[src/sv/gem_pkg.sv]
// Package for the gradient edge magnitude block.
// Holds sizes, register and mode codes, the controller state type and the root unit status.
// No dependencies.
`default_nettype none

package gem_pkg;

    localparam int MAX_WIDTH  = 1024;
    localparam int MAX_HEIGHT = 4096;

    localparam int PIX_W  = 8;
    localparam int COL_W  = $clog2(MAX_WIDTH);
    localparam int ROW_W  = $clog2(MAX_HEIGHT);
    localparam int WID_W  = COL_W + 1;
    localparam int HEI_W  = ROW_W + 1;
    localparam int GRAD_W = 11;
    localparam int SUM_W  = 21;
    localparam int ROOT_BIT_W = $clog2(PIX_W);

    localparam logic [WID_W-1:0] MIN_DIM_W   = WID_W'(3);
    localparam logic [HEI_W-1:0] MIN_DIM_H   = HEI_W'(3);
    localparam logic [WID_W-1:0] MAX_WID_VAL = WID_W'(MAX_WIDTH);
    localparam logic [HEI_W-1:0] MAX_HEI_VAL = HEI_W'(MAX_HEIGHT);

    localparam logic [1:0] MODE_ROBERTS = 2'd0;
    localparam logic [1:0] MODE_PREWITT = 2'd1;
    localparam logic [1:0] MODE_SOBEL   = 2'd2;

    localparam logic [1:0] REG_MODE   = 2'd0;
    localparam logic [1:0] REG_WIDTH  = 2'd1;
    localparam logic [1:0] REG_HEIGHT = 2'd2;

    localparam logic [1:0]       MODE_RESET   = MODE_SOBEL;
    localparam logic [10:0]      WIDTH_RESET  = 11'd640;
    localparam logic [12:0]      HEIGHT_RESET = 13'd480;

    typedef enum logic [2:0] {
        ST_IDLE,
        ST_READ,
        ST_SQR,
        ST_ROOT,
        ST_OUT
    } gem_state_t;

    typedef struct packed {
        logic             done;
        logic [PIX_W-1:0] value;
    } root_stat_t;

endpackage

`default_nettype wire

[src/sv/gem_root.sv]
// Bit-serial rounded square root, saturated to 8 bits.
// Finds the largest n with n*(n-1) < sum, one result bit per cycle.
// Depends on gem_pkg.
`default_nettype none

module gem_root
    import gem_pkg::*;
(
    input  wire logic             clk,
    input  wire logic             rst_n,
    input  wire logic             start,
    input  wire logic [SUM_W-1:0] sum,
    output root_stat_t            stat
);

    logic                  active_reg, active_next;
    logic [ROOT_BIT_W-1:0] bit_reg, bit_next;
    logic [PIX_W-1:0]      n_reg, n_next;
    logic [SUM_W-1:0]      sum_reg, sum_next;
    logic [PIX_W-1:0]      trial;
    logic [2*PIX_W-1:0]    prod;

    always_comb
    begin
        trial       = n_reg | (PIX_W'(1) << bit_reg);
        prod        = trial * (trial - PIX_W'(1));
        active_next = active_reg;
        bit_next    = bit_reg;
        n_next      = n_reg;
        sum_next    = sum_reg;
        if (start)
        begin
            active_next = 1'b1;
            bit_next    = ROOT_BIT_W'(PIX_W - 1);
            n_next      = '0;
            sum_next    = sum;
        end
        else if (active_reg)
        begin
            // keep the trial bit while the trial still lies below the sum
            if (SUM_W'(prod) < sum_reg)
            begin
                n_next = trial;
            end
            bit_next = bit_reg - ROOT_BIT_W'(1);
            if (bit_reg == '0)
            begin
                active_next = 1'b0;
            end
        end
    end

    always_ff @(posedge clk or negedge rst_n)
    begin
        if (!rst_n)
        begin
            active_reg <= 1'b0;
            bit_reg    <= '0;
        end
        else
        begin
            active_reg <= active_next;
            bit_reg    <= bit_next;
        end
    end

    always_ff @(posedge clk)
    begin
        n_reg   <= n_next;
        sum_reg <= sum_next;
    end

    assign stat.done  = active_reg && (bit_reg == '0);
    assign stat.value = n_reg;

endmodule

`default_nettype wire

[config.mk]
export PLATFORM = sky130hd
export DESIGN_NAME = gem_root
export DESIGN_NICKNAME = d
export VERILOG_FILES = /design/src/sv/gem_pkg.sv /design/src/sv/gem_root.sv
export SDC_FILE = /design/constraint.sdc
export NUM_CORES = 1
export LEC_CHECK = 0
export BUFFER_PORTS_ARGS = -buffer_cell sky130_fd_sc_hd__buf_2
export CELL_PAD_IN_SITES_DETAIL_PLACEMENT = 1
export CELL_PAD_IN_SITES_GLOBAL_PLACEMENT = 2
export CORE_AREA = 2 2 100 102
export CTS_CLUSTER_DIAMETER = 60
export DETAILED_ROUTE_END_ITERATION = 16
export DIE_AREA = 0 0 102 104
export GPL_TIMING_DRIVEN = 0
export PLACE_DENSITY_LB_ADDON = 0.2
export SYNTH_ARGS = -nofsm -noshare
export SYNTH_HDL_FRONTEND = slang
export SYNTH_SLANG_ARGS = --single-unit
[constraint.sdc]
create_clock -name clk -period 14.05 [get_ports clk]
set_input_delay 1.405 -clock clk [delete_from_list [all_inputs] [get_ports clk]]
set_output_delay 1.405 -clock clk [all_outputs]
set_load 0.1 [all_outputs]
* After elaboration in Yosys (flattened, before gate mapping) *
Index checks and enable logic that the tools add are counted.

storage, ports and cells
  bits in registers = 33
  bits of input ports = 24

operators by class
  bitwise logic cells = 1
  $add $sub $neg = 2
  multiplexer cells = 5
  magnitude comparators = 1
  shift operators = 1
  multiply operators = 1
  reductions and logical operators = 4

operator list
  cell                   number
  $lt A16 B21 Y1         1
  $mul A9 B9 Y16         1
  $sub A8 B1 Y9 const B  1
  $or A8 B8 Y8           1
  $shl A1 B3 Y8 const A  1
  $mux W3                2
  $logic_not A3 Y1       1
  $mux W1                3
  $sub A3 B1 Y3 const B  1
  $reduce_and A2 Y1      1
  $reduce_bool A2 Y1     1
  $logic_and A1 B1 Y1    1

* Logic depth before layout (Yosys ltp) *
Gate-level depths: netlist of run 1.

  depth in word-level cells = 6
  depth in mapped cells = 31
  gate-level depth less buffers = 30

* Worst setup path before layout of run 1 *
OpenSTA, ideal clock, no wires.

  path type = reg2reg
  start = reg n_reg[4]
  end = reg n_reg[0]
  clock period less this slack = 7.322 ns
  stages on the path, launching flop included = 27
  arrival = 7.190 ns
  library setup time = 0.132 ns
  path slack = 6.728 ns
  required time = 13.918 ns
  cell sequence = dfxtp_1 > a21oi_4 > inv_4 > a211oi_4 > nand4_1 > or3_1 > ha_1 > or2_2 > fa_1 > fa_1 > inv_1 > fa_1 > fa_1 > inv_1 > fa_1 > inv_1 > ha_1 > o21ai_0 > o21bai_1 > a211oi_1 > a21oi_1 > ha_1 > nand2_1 > o21ai_0 > a211oi_1 > a211oi_2 > o2bb2ai_1

between the ends
  longest elaborated chain between the ends = 5

ends and longest elaborated chain
  what                                  line            source
  start, declared                       gem_root.sv:18  logic [PIX_W-1:0] n_reg, n_next;
  start signal, assigned                gem_root.sv:69  n_reg <= n_next;
  $or A8 B8 Y8 *                        gem_root.sv:25  trial = n_reg | (PIX_W'(1) << bit_reg);
  net trial[4]                          gem_root.sv:20  logic [PIX_W-1:0] trial;
  $sub A8 B1 Y9                         gem_root.sv:26  prod = trial * (trial - PIX_W'(1));
  $mul A9 B9 Y16 *                      gem_root.sv:26
  $lt A16 B21 Y1 *                      gem_root.sv:41  if (SUM_W'(prod) < sum_reg)
  $reduce_and A2 Y1 (no source line) *  -

The timed path passes the listed nets; every way through them passes the cells marked *.
A chain may end at the register's enable or synchronous reset.

* Worst setup path after layout of run 1 *
  start = reg bit_reg[0]
  end = reg n_reg[2]

between the ends
  longest elaborated chain between the ends = 6

ends and longest elaborated chain
  what                                line            source
  start, declared                     gem_root.sv:17  logic [ROOT_BIT_W-1:0] bit_reg, bit_next;
  start signal, assigned              gem_root.sv:63  bit_reg <= bit_next;
  $shl A1 B3 Y8 *                     gem_root.sv:25
  $or A8 B8 Y8 *                      gem_root.sv:25
  $sub A8 B1 Y9                       gem_root.sv:26
  $mul A9 B9 Y16                      gem_root.sv:26
  $lt A16 B21 Y1                      gem_root.sv:41
  $reduce_and A2 Y1 (no source line)  -

Mark *: on every way between the ends. The rest lies on a longest branch, timed or not.

==> impl_metrics.toml, run 1 <==
[synth]
netlist_area_sq_mm = 0.00403
yosys-top-cells-area = "ha_1 (23%), fa_1 (21%), edfxtp_1 (16%)"
synth_warnings = 0
yosys_register_bits = 33
synth_top_family_by_area = "adder cells"
synthCells = 409
yosys.area_share.simple_pct = 11.8
synth-main-ff-cell = "edfxtp_1"
ys_seq_area_share_pct = 22.1
synth_edf_count = 21
synth_mux_area_share_pct = 0.248
synth-async-reset-ratio_pct = 12.1
synth_xor_area_share_pct = 3.01
yosys.area.top_type = "ha_1"
synth.distinct_cells = 43
synth_nets = 549
synth_top_area_share_pct = 22.6
avgSynthCellArea_sq_um = 9.86
synth_compound_area_share_pct = 10.2
synth_fa_ha_area_share_pct = 44.0

[worst_setup_path]
rr_startpoint = "bit_reg[0]$_DFFE_PN0P_"
worstSetupPathDepth = 28
arrival_ns = 8.95
end_kind = "flip-flop"
criticalPathCategory = "reg -> reg"
critical-path-top-delay-family = "adder cells"
cp_num_buf_inv = 5
regToRegEndpoint = "n_reg[2]$_SDFFE_PP0P_"
cp-start-kind = "flip-flop"
max_stage_delay_ns = 0.66
worstPathRequired_ns = 14.21
reg2regPathDepth = 28
crit_path_max_fanout = 11
slowest_stage = "a211oi_2"
reg2reg_setup_slack_ns = 5.26

[floorplan]
core_area_sq_mm = 0.00955
die_height_microns = 104
fp-row-count = 36
die_w_microns = 102
io_pins = 33
die_area_sq_mm = 0.0106
start_util_pct = 42.2

[clocking]
post_cts_buffers = 0
clock-root-buffer = "clkbuf_8"
tritoncts = "done"
clkTransAtPathRegs_ns = 0.08
cts_buffers = 5
holdBufCountCts = 0
clkLatencyLatePin_ns = 0.29
clockBufferDepth = 2
cts.htree.levels = 2
clock_sinks = 33
cts_resized = 0

[run]
maxCapViolations = 0

[routing]
routedWlPerCell_microns = 14.8
drt_iter0_drc = 52
firstDrtPassIters = 4
vias = 2906
drtAntennaViolNets = 0
wl_met3_microns = 131
drc = 0
wl_met1_microns = 3970
via_per_inst = 4.99
route.met2.wl_microns = 4480
wl_microns = 8630
highest_layer = "met4"

[layout]
drive_gt1_share_pct = 12.7
finalNonFillerCells = 582
synthToLayoutAreaGrowth_pct = 10.2
diodes = 0
nNetsFinal = 588
largest_register_ffs = 21
nFillCells = 1149

[sta]
finalSetupTns_ns = 0
rsz0062_at_grt = "no"
hold_viol_final = 0
finalSetupViolations = 0
finalCritPeriodShare_pct = 62.6
drv_slew = 0
fmax_ghz = 0.114
slew_headroom_pct = 46.6
worst_slew_pin_slew_ns = 0.801
period_minus_slack_ns = 8.79
skew_ns = 0.00532

[hold_path]
min_path_type = "reg -> reg"
min_from = "n_reg[0]$_SDFFE_PP0P_"
whs_endpoint = "n_reg[0]$_SDFFE_PP0P_"
holdPathStages = 1

[run_status]
status = "completed"

[placed_design]
dpl.cell_count = 574
place.gp.congestion = 0.793
hpwl_microns = 7390
port_buffers = 32

[global_route]
grt-ovfl-total = 0
grt_pass1_vias = 3065
grt_pass1_wl_microns = 14800
antenna_found_initial = 0
grtUsageTotal_pct = 17.5
grt_max_degree = 23
-- placed cells by master (no fill, tap or decap), drive strengths merged, types with 5 or more instances in the layout --
cell type	Yosys	layout
nor3	5	5
xor2	5	5
or2	6	6
dfxtp	8	8
clkbuf	3	8
nand2b	8	8
o21ai	8	8
a21oi	16	16
ha	73	73
fa	43	43
inv	89	89
a211oi	6	6
buf	0	32
a21o	5	5
nand2	27	27
nor2	35	35
edfxtp	21	21
o2bb2ai	8	8
xnor2	8	8
-- worst max path at each step --
stage | start | to | slack, ns
global placement | bit_reg[0]$_DFFE_PN0P_ | n_reg[1]$_SDFFE_PP0P_ | 5.37
CTS | bit_reg[0]$_DFFE_PN0P_ | n_reg[2]$_SDFFE_PP0P_ | 5.20
global route | bit_reg[0]$_DFFE_PN0P_ | n_reg[1]$_SDFFE_PP0P_ | 4.66
finish | bit_reg[0]$_DFFE_PN0P_ | n_reg[2]$_SDFFE_PP0P_ | 5.26
floorplan | n_reg[4]$_SDFFE_PP0P_ | n_reg[0]$_SDFFE_PP0P_ | 6.73
detailed placement | bit_reg[0]$_DFFE_PN0P_ | n_reg[2]$_SDFFE_PP0P_ | 5.24
-- cell families (layout without fill, tap and decap cells) --
kind of cell,Yosys count,in the layout
buffers and inverters,92,132
AND/OR/NAND/NOR,98,98
multiplexers,1,1
XOR/XNOR,13,13
flip-flops,33,33
adder cells (fa/ha/maj),116,116
AO/OA/AOI/OAI,56,56
-- cells in the mapped netlist, types with 6 or more instances --
| master | count |
|---|---|
| or2_2 | 6 |
| nand2_1 | 27 |
| xnor2_1 | 7 |
| nor2_1 | 35 |
| inv_1 | 84 |
| nand2b_1 | 8 |
| dfxtp_1 | 8 |
| o2bb2ai_1 | 8 |
| o21ai_0 | 8 |
| edfxtp_1 | 21 |
| a21oi_1 | 14 |
| fa_1 | 43 |
| ha_1 | 73 |
-- layout make-up --
cell class	instances	area, sq um	share of cell area [%]
sequential	33	891	20.0
clock inverter	3	17.5	0.394
tap	133	166	3.74
timing repair buffer	32	160	3.60
buffer	3	11.3	0.253
multi-input combinational	284	2800	62.9
inverter	89	337	7.57
clock buffer	5	68.8	1.55
-- per-layer routing --
metal,GRT usage [%],up-vias
met1,24.3,1467
met3,2.08,5
met4,2.29,0
li1,-,1412
met2,29.8,22
met5,0,-
-- per-stage QoR --
step	hold slack, ns	utilization, %	cell area, sq um	worst slack [ns]
after floorplan	0.534	-	4030	6.73
after global placement	0.475	45.7	4360	5.37
after detailed placement	0.479	45.7	4360	5.24
after CTS	0.495	46.6	4450	5.20
after global routing	0.508	46.6	4450	4.66
final	0.489	46.6	4450	5.26
-- worst register-to-register path: cells and delay by family, from the launching register on --
family                     cells  cell delay [ns]
buffers and inverters          5             0.74
xor gates and xnor gates       1             0.07
adders and majority gates     10             4.25
and+or+nand+nor                6             1.30
DFF                            1             0.42
AOI/OAI and AO/OA              6             1.85
Power of run 1 is left out: the tool's default activity adds up to more than one toggle a clock period on the data nets, which glitch-free logic cannot reach.
==> inputs of run 2 (changes only) <==
Settings changed: CORE_AREA 2 2 100 102 to 2 2 109 111, DIE_AREA 0 0 102 104 to 0 0 111 113.
Clock period 14.05 ns to 7.9 ns, I/O delays scaled along.
==> run 2 against run 1 <==
  * Count of clock-buffer cells in the layout did not move
  * Worst setup slack worse by 4.8 ns
  * Clock skew rose by 0.00050 ns
  * Fmax rose by 18%
  * Cell area up 5.1%
  * Register-to-register slack worse by 4.8 ns
  * Global-route usage decreased by 2.1 points
  * Utilization fell by 5.1 points
  * Non-clock buffer count is 6 higher
  * Worst hold slack lost 0.18 ns
  * Critical path type unchanged
  * Largest cell class unchanged
  * Highest routed layer unchanged
==> impl_metrics.toml, run 2 (synthesized netlist as in run 1, its figures left out) <==
[worst_setup_path]
cp_num_buf_inv = 7
reg2regPathDepth = 30
cpMostUsedCell = "fa_1"
slowest_stage = "fa_1"
worstPathRequired_ns = 8.11
worstSetupStartpoint = "bit_reg[0]$_DFFE_PN0P_"
crit_path_max_fanout = 8
criticalPathCategory = "reg -> reg"
reg2reg_setup_slack_ns = 0.42
end_kind = "flip-flop"
max_stage_delay_ns = 0.55
critical-path-top-delay-family = "adder cells"
rr_startpoint = "bit_reg[0]$_DFFE_PN0P_"
worstSetupEndpoint = "n_reg[7]$_SDFFE_PP0P_"
cp-start-kind = "flip-flop"
arrival_ns = 7.68
regToRegEndpoint = "n_reg[7]$_SDFFE_PP0P_"
worstSetupPathDepth = 30

[layout]
nNetsFinal = 594
design_area_sq_mm = 0.00468
nFillCells = 1260
drive_gt1_share_pct = 16.9
diodes = 0
final_common_cell = "inv_1"
largest_register_ffs = 21
layout_common_cells = "inv_1 (84), ha_1 (72), fa_1 (43), nor2_1 (34), buf_2 (32)"
utilization_pct = 41.5
synthToLayoutAreaGrowth_pct = 15.9

[sta]
hold_viol_final = 0
period_minus_slack_ns = 7.48
skew_ns = 0.00582
fmax_ghz = 0.134
finalSetupTns_ns = 0
worst_slack_ns = 0.424
slew_headroom_pct = 64.1
worst_slew_pin_slew_ns = 0.538
finalCritPeriodShare_pct = 94.6
rsz0062_at_grt = "no"
drv_slew = 0
finalSetupViolations = 0

[clocking]
cts.htree.levels = 2
clock-root-buffer = "clkbuf_16"
tritoncts = "done"
cts_buffers = 5
clock_sinks = 33
holdBufCountCts = 0
clkTransAtPathRegs_ns = 0.06
clockBufferDepth = 2
clkLatencyLatePin_ns = 0.28

[placed_design]
pre_cts_ws_ns = -0.887
dpl_cell_area_sq_mm = 0.00437
place.gp.congestion = 0.826
hpwl_microns = 7650
port_buffers = 32

[routing]
drt_iter0_drc = 47
drc = 0
vias = 2906
via_per_inst = 4.86
firstDrtPassIters = 4
wl_microns = 9070
drtAntennaViolNets = 0
routedWlPerCell_microns = 15.2

[global_route]
antenna_found_initial = 0
grt_pass1_wl_microns = 15500
grt_pass1_vias = 3183
grt-ovfl-total = 0
grt_max_degree = 23
grtUsageTotal_pct = 15.4

[floorplan]
fp-row-count = 39
die_height_microns = 113
core_area_sq_mm = 0.0113
die_w_microns = 111
die_area_sq_mm = 0.0125
io_pins = 33
start_util_pct = 35.8

[run]
maxCapViolations = 0

[hold_path]
min_path_type = "in -> async"

[run_status]
status = "completed"
## run 2: cell count changes in the layout (fill, tap and decap cells not counted), moves of 3 or more
cell / change
buf_4: +6
a21oi_2: +3
clkbuf_16: +5
clkbuf_8: -5
o21ai_0: -4
a21oi_1: -4
## run 2: per-layer routing
metal	share of wire, %	global-route usage, %	vias to the layer above
met5	0	0	-
met4	0.83	2.75	0
met3	1.5	1.66	6
met2	51	28.1	28
met1	47	20.1	1452
li1	-	-	1420
## run 2: worst min path at each step
| stage | startpoint | slack, ns | cells after the start | endpoint |
|---|---|---|---|---|
| after detailed placement | n_reg[1]$_SDFFE_PP0P_ | 0.49 | 1 | n_reg[1]$_SDFFE_PP0P_ |
| after global placement | n_reg[1]$_SDFFE_PP0P_ | 0.47 | 1 | n_reg[1]$_SDFFE_PP0P_ |
| final | rst_n | 0.31 | 1 | bit_reg[0]$_DFFE_PN0P_ |
| after global routing | rst_n | 0.30 | 1 | bit_reg[0]$_DFFE_PN0P_ |
| after CTS | rst_n | 0.30 | 1 | bit_reg[0]$_DFFE_PN0P_ |
| after floorplan | rst_n | 0.49 | 0 | active_reg$_DFF_PN0_ |
## run 2: final cells by class
cell class | instances | area (sq um) | area share, %
plain buffers | 3 | 15.0 | 0.321
repair buffers | 38 | 218 | 4.66
inverters | 89 | 337 | 7.20
clock buffers | 5 | 125 | 2.68
clock inverters | 3 | 46.3 | 0.990
well taps | 143 | 179 | 3.83
flip-flops and latches | 33 | 892 | 19.1
multi-input cells | 284 | 2860 | 61.3
## run 2: timing repair
item	4_1_cts	5_1_grt
setup endpoints to repair	8	8
resized for setup	9	14
endpoints found under the hold margin	0	0
buffers inserted	1	5
pin swaps	1	7
## run 2: stage by stage
stage / hold slack (ns) / instances
6_report: 0.307 / 598
5_1_grt: 0.304 / 598
4_1_cts: 0.303 / 593
3_5_place_dp: 0.485 / 584
3_3_place_gp: 0.471 / 584
2_1_floorplan: 0.494 / 409
## run 2: worst reg2reg max path, delay by kind of cell, from the launching register on
kind | cells | cell delay [ns]
and+or+nand+nor | 4 | 0.96
DFF | 1 | 0.41
xor gates and xnor gates | 1 | 0.14
buffers and inverters | 7 | 0.62
adders and majority gates | 9 | 3.85
AOI/OAI and AO/OA | 9 | 1.41
Power of run 2 is left out for the same reason.
